`src/hdl/zrb_pkg.sv`:
```
// Package for the zoom region bounds and grid unit.
// Widths, config register indexes, controller states and the command/status structs.
// No dependencies.
`timescale 1ns / 1ps
package zrb_pkg;

  localparam int POS_BITS  = 32;
  localparam int BUF_BITS  = 16;
  localparam int KIND_BITS = 3;
  localparam int DIV_BITS  = 40;
  localparam int CNT_BITS  = 6;
  localparam int CFG_IDX_BITS = 3;
  localparam logic [15:0] MAX_CELLS = 16'hFFFF;

  typedef enum logic [CFG_IDX_BITS-1:0] {
    CFG_BOX_X  = 3'd0,
    CFG_BOX_Y  = 3'd1,
    CFG_BOX_Z  = 3'd2,
    CFG_BUF    = 3'd3,
    CFG_KIND   = 3'd4
  } cfg_idx_t;

  typedef enum logic [2:0] {
    S_IDLE,
    S_REGION,
    S_QSTART,
    S_QWAIT,
    S_CELLS,
    S_SWAIT,
    S_OUT
  } state_t;

  typedef struct packed {
    logic upd;        // fold accepted item into the box
    logic clr;        // restart the box
    logic ld_region;
    logic div_start;
    logic div_sel;    // 0: cell count, 1: top cell size
    logic ld_cells;
    logic ld_small;
    logic ld_out;
  } zrb_cmd_t;

  typedef struct packed {
    logic seen;
    logic div_done;
    logic cells_pos;
  } zrb_stat_t;

endpackage

```
`src/hdl/zrb_ctrl.sv`:
```
// Controller: sequences box update, the two divisions and the result load.
// Depends on zrb_pkg.
`timescale 1ns / 1ps
module zrb_ctrl import zrb_pkg::*; (
  input  logic      clk,
  input  logic      rst_n,
  input  logic      in_valid,
  input  logic      in_is_last,
  output logic      in_ready,
  output logic      out_valid,
  input  logic      out_ready,
  output zrb_cmd_t  cmd,
  input  zrb_stat_t stat
);
  state_t state_r, state_nxt;
  logic   out_valid_r, out_valid_nxt;

  always_ff @(posedge clk) begin
    if (!rst_n) begin
      state_r     <= S_IDLE;
      out_valid_r <= 1'b0;
    end else begin
      state_r     <= state_nxt;
      out_valid_r <= out_valid_nxt;
    end
  end

  always_comb begin
    state_nxt     = state_r;
    out_valid_nxt = out_valid_r && !out_ready;
    cmd           = '0;
    in_ready      = 1'b0;
    case (state_r)
      S_IDLE: begin
        in_ready = 1'b1;
        if (in_valid) begin
          cmd.upd = 1'b1;
          if (in_is_last) state_nxt = S_REGION;
        end
      end
      S_REGION: begin
        cmd.ld_region = 1'b1;
        state_nxt = stat.seen ? S_QSTART : S_OUT;
      end
      S_QSTART: begin
        cmd.div_start = 1'b1;
        state_nxt = S_QWAIT;
      end
      S_QWAIT: begin
        if (stat.div_done) begin
          cmd.ld_cells = 1'b1;
          state_nxt = S_CELLS;
        end
      end
      S_CELLS: begin
        cmd.ld_small = 1'b1;
        if (stat.cells_pos) begin
          cmd.div_sel   = 1'b1;
          cmd.div_start = 1'b1;
          state_nxt = S_SWAIT;
        end else begin
          state_nxt = S_OUT;
        end
      end
      S_SWAIT: begin
        if (stat.div_done) state_nxt = S_OUT;
      end
      S_OUT: begin
        if (!out_valid_r || out_ready) begin
          cmd.ld_out    = 1'b1;
          cmd.clr       = 1'b1;
          out_valid_nxt = 1'b1;
          state_nxt     = S_IDLE;
        end
      end
      default: state_nxt = S_IDLE;
    endcase
  end

  assign out_valid = out_valid_r;
endmodule

```
`config.mk`:
```
export PLATFORM = sky130hd
export DESIGN_NAME = zrb_ctrl
export DESIGN_NICKNAME = d
export VERILOG_FILES = /design/src/hdl/zrb_pkg.sv /design/src/hdl/zrb_ctrl.sv
export SDC_FILE = /design/constraint.sdc
export NUM_CORES = 1
export LEC_CHECK = 0
export ABC_AREA = 0
export BUFFER_PORTS_ARGS = -buffer_cell sky130_fd_sc_hd__buf_2
export CORE_AREA = 2 2 39 41
export CTS_CLUSTER_DIAMETER = 30
export DETAILED_ROUTE_END_ITERATION = 10
export DIE_AREA = 0 0 41 43
export PLACE_DENSITY_LB_ADDON = 0.15
export SYNTH_ARGS = -nofsm -noshare
export SYNTH_HDL_FRONTEND = slang
export SYNTH_SLANG_ARGS = --single-unit
export TNS_END_PERCENT = 5
```
`constraint.sdc`:
```
create_clock -name clk -period 3.45 [get_ports clk]
set_clock_uncertainty 0.1 [all_clocks]
set_input_delay 0.69 -clock clk [delete_from_list [all_inputs] [get_ports clk]]
set_output_delay 0.69 -clock clk [all_outputs]
set_load 0.02 [all_outputs]
```
* Word-level counts from Yosys, hierarchy flattened *
Cells that the tools add are included.

storage, ports and cells
  flip-flop bits (word level) = 4
  bits of input ports = 8
  logic and storage cells = 41

operators by class
  eq/ne operators = 11
  mux-type cells = 22
  reductions and logical operators = 6

operators by type and width
  operator              number
  $pmux W3 S7           1
  $mux W3               6
  $mux W1               12
  $ne A2 B2 Y1 const B  5
  $eq A3 B3 Y1 const B  3
  $eq A3 B2 Y1 const B  2
  $reduce_and A5 Y1     1
  $mux W2               2
  $eq A3 B1 Y1 const B  1
  $logic_not A3 Y1      1
  $logic_not A1 Y1      2
  $pmux W1 S2           1
  $logic_and A1 B1 Y1   1
  $logic_or A1 B1 Y1    1

* Logic depth before layout (Yosys ltp) *
  depth in word-level cells = 4
  depth in mapped cells = 4
  depth with buffers taken out = 3

* Worst setup path before layout *
No wires, ideal clock.

  path kind = input to output
  from = in out_ready
  to = out cmd[6] (netlist bit)
  data arrival time = 1.537 ns
  required time = 2.660 ns
  setup slack = 1.123 ns
  stages = 3
  path buffers = 1
  cells stage by stage = nor2b_1 nor3_1 buf_4

RTL lines
  item         line            text
  from (decl)  zrb_ctrl.sv:11  input logic out_ready,
  to (decl)    zrb_ctrl.sv:12  output zrb_cmd_t cmd,

==> summary by stage <==
Die
The die area is 1760 µm². 18 I/O pins were placed. The initial utilization of the core area, before any placement, comes to 0.212.

The overall die height is 43 µm. The row count is 14. The width of the die is 41 µm. After floorplanning, the core was sized to cover 1380 µm².

Worst hold path
The tightest min-delay check is of the reg2reg type. The worst hold endpoint is out_valid. The worst hold path passes through 2 cells. The startpoint of the worst hold path is out_valid.

Final layout
The number of antenna cells inserted is 0. The non-filler instance count after layout is 73. Compared with the post-synthesis result, the final layout area differs by 38.0%. The design area is 404 µm². In the final layout, the share of cells above drive strength 1 is 0.368. The net count of the finished layout is 67.

Timing
The count of final max-slew check failures is 0. Timing would allow up to 463 MHz. The post-route fraction of the period consumed by the critical path is 0.625. In the final timing run, aggregate negative setup slack is 0 ns. Setup repair after global routing left no endpoint under its margin. The number of endpoints failing setup at the final stage is 0. The final hold violation count is 0. Headroom to the max-slew limit came out at 0.703. On the final layout, the worst hold slack is 0.576 ns.

The time the worst path needs with I/O delays and setup is 2.16 ns. The actual transition at the worst max-transition pin is 0.445 ns.

Power and ir drop
The total power divided by cell area is 452 nW/µm². VDD sags by at most 0.000142 V. Summed over all cells, the static leakage comes to 0.204 nW.

Placement
Detailed placement ended at an HPWL of 552 µm. The routability congestion estimate from global placement is 0.607. During placement, the flow inserted port buffers numbering 17. The number of placed instances, taps included is 70. Once placement finished, the instance area stood at 382 µm².

Outcome
The flow ran to the end, and the final reports show no timing, DRC or antenna violations.

Clock tree
The number of gates resized after cts is 0. The number of CTS-inserted buffers is 3. Clock tree synthesis found a total of 4 sinks. In this run the clock root is driven by a sky130_fd_sc_hd__clkbuf_4. In this run the number of H-tree levels came out at 1. The later pin in the worst-skew pair is clocked with a latency of 0.23 ns.

The number of post-CTS setup repair buffers is 0. Clock-pin slew was measured on the worst setup and hold paths at 0.03 ns. The maximum clock insertion buffer count is 2. TritonCTS built the clock tree. After clock tree synthesis, the flow added hold-fix buffers numbering 0.

Logic synthesis
Averaged over all synthesized cells, the footprint is 7.32 µm². The number of nets handed over by synthesis was 48. The count of yosys warnings during synthesis is 0. The compound-cell area share of the yosys netlist is 0.342. For this run, asynchronously set or reset flops after synthesis account for 0. The dominant combinational cell family by area after synthesis is compound AO/OA/AOI/OAI gates.

The unique cell type count in the Yosys netlist is 21. The cell type with the highest aggregate area in the netlist is sky130_fd_sc_hd__dfxtp_1. The number of enable-type register cells in the synthesized netlist is 0.

After synthesis the cells add up to 293 µm². The share of the Yosys chip area taken by registers is 0.274. Of the total synthesized cell area, the portion taken by XOR and XNOR cells is 0. Sorting the synthesized cells by area gives the leading types as sky130_fd_sc_hd__dfxtp_1 27%, sky130_fd_sc_hd__a211oi_1 10%, sky130_fd_sc_hd__nor3_1 5.1%. Synthesis produced 40 cells. Of the total synthesized cell area, the portion taken by AND, OR, NAND and NOR gates is 0.291. The share of synthesized area in the top cell type comes to 0.274. After synthesis the netlist holds a flip-flop and latch count of 4.

Among all flip-flop cells after synthesis, the most frequent one is sky130_fd_sc_hd__dfxtp_1. The adder-cell share of the synthesized area is 0. The commonest cells after synthesis are 4 x sky130_fd_sc_hd__a211oi_1, 4 x sky130_fd_sc_hd__dfxtp_1, 4 x sky130_fd_sc_hd__nor2_1. The share of synthesized area spent on multiplexers is 0.

Route
The routed via count divided by cell count is 4.56. The count of nets left with antenna violations after detail routing is 0. The routed layout has 333 vias. The remaining routing DRC violations is 0. The sum of routed wire length over all layers is 727 µm.

The DRC violation total after the first TritonRoute iteration is 3. The number of iterations in the first detailed-routing pass is 2. The routed length per instance is 9.96 µm.

GRT
Entering global routing, the biggest net connects 15 pins. The combined global-route utilization of all metal layers is 0.0904. The number of antenna violations at the first check in global routing is 0.

Summed over all layers, the global routing overflow is 0. The number of global-route vias before repair is 267. The first-pass GRT wire length is 1.05 mm.

Worst setup path
Data on the critical path is required at its endpoint by 2.66 ns. The path type of the worst setup path is reg2out. The setup check on the worst reg-to-reg path leaves a slack of 2.11 ns. The reg-to-reg critical path endpoint is state_r[2]. The worst setup path is captured at an output port. The source of the worst register-to-register timing path is state_r[0]. The largest delay contributor family on the critical path is flip-flops.

The largest individual stage delay along the critical path comes from the cell sky130_fd_sc_hd__dfxtp_1. The stage delay of the slowest cell on the critical path is 0.58 ns. The maximum fanout count along the critical path is 14. Traced cell by cell, the critical path runs through nand2_1 -> nor3_1 -> buf_2. Measured in cells, the most critical reg-to-reg path has a length of 3. The critical path startpoint category is a flip-flop.

Together, buffers and inverters on the worst path number 1. For the worst setup path, the data arrival time is 1.37 ns. The critical path runs through a total of 3 cells.

Job
The tool flagged a number of max-cap violations equal to 0.
==> worst reg2reg max path: stages, from the launching register on <==
cell and delay, ns:
sky130_fd_sc_hd__dfxtp_1 0.42, sky130_fd_sc_hd__or3b_1 0.44, sky130_fd_sc_hd__a211oi_2 0.22, sky130_fd_sc_hd__a41o_1 0.11
==> stage by stage <==
step	total power, mW	util	worst slack, ns
final	0.183	0.292	1.29
after global routing	0.197	0.292	1.13
after CTS	0.188	0.292	1.27
after detailed placement	0.129	0.276	1.38
after global placement	0.130	0.276	1.38
after floorplan	0.108	-	1.12
==> metal layers <==
layer / vias up / track usage / part of all wire
li1: 179 / - / -
met1: 148 / 0.113 / 0.47
met2: 6 / 0.125 / 0.49
met3: 0 / 0.0157 / 0.039
met4: 0 / 0.0800 / 0
met5: - / 0 / 0
==> worst max-delay path by stage <==
| stage | from | end |
|---|---|---|
| 3_5_place_dp | stat[0] | cmd[4] |
| 5_1_grt | state_r[1] | cmd[0] |
| 2_1_floorplan | out_ready | cmd[6] |
| 6_report | state_r[1] | cmd[6] |
| 3_3_place_gp | stat[0] | cmd[4] |
| 4_1_cts | state_r[1] | cmd[6] |
==> cell usage in the layout, fill, tap and decap left out, drive strengths merged <==
cell	instances
nand2	3
or3b	1
dfxtp	4
nor2	4
inv	3
o21ai	3
buf	17
nor3	3
and3b	1
a41o	1
o21a	2
and2	1
a211oi	5
nor2b	1
nand3b	1
clkbuf	3
o21bai	1
nor4	1
a21oi	2
==> power breakdown <==
part           leakage (nW)  internal [mW]  switching [mW]  total (mW)
registers            0.0327         0.0517          0.0150      0.0667
logic                 0.157         0.0249          0.0361      0.0610
clock network        0.0138         0.0387          0.0162      0.0549
total                 0.204          0.115          0.0673       0.183
==> flip-flops by register name (all words and copies together), names as in the netlist <==
register / flops
out_valid: 1
state_r: 3
==> final cells by class <==
type	count	area [µm²]
fillers	164	980
multi-input cells	30	185
repair buffers	17	85.1
flip-flops and latches	4	80.1
clock buffers	3	22.5
well taps	16	20.0
inverters	3	11.3
==> logic make-up after synthesis <==
kind of cell	Yosys count
compound gates	14
buf+inv	6
flops	4
simple gates	16
Note: power is estimated with default switching activity, not from simulation.
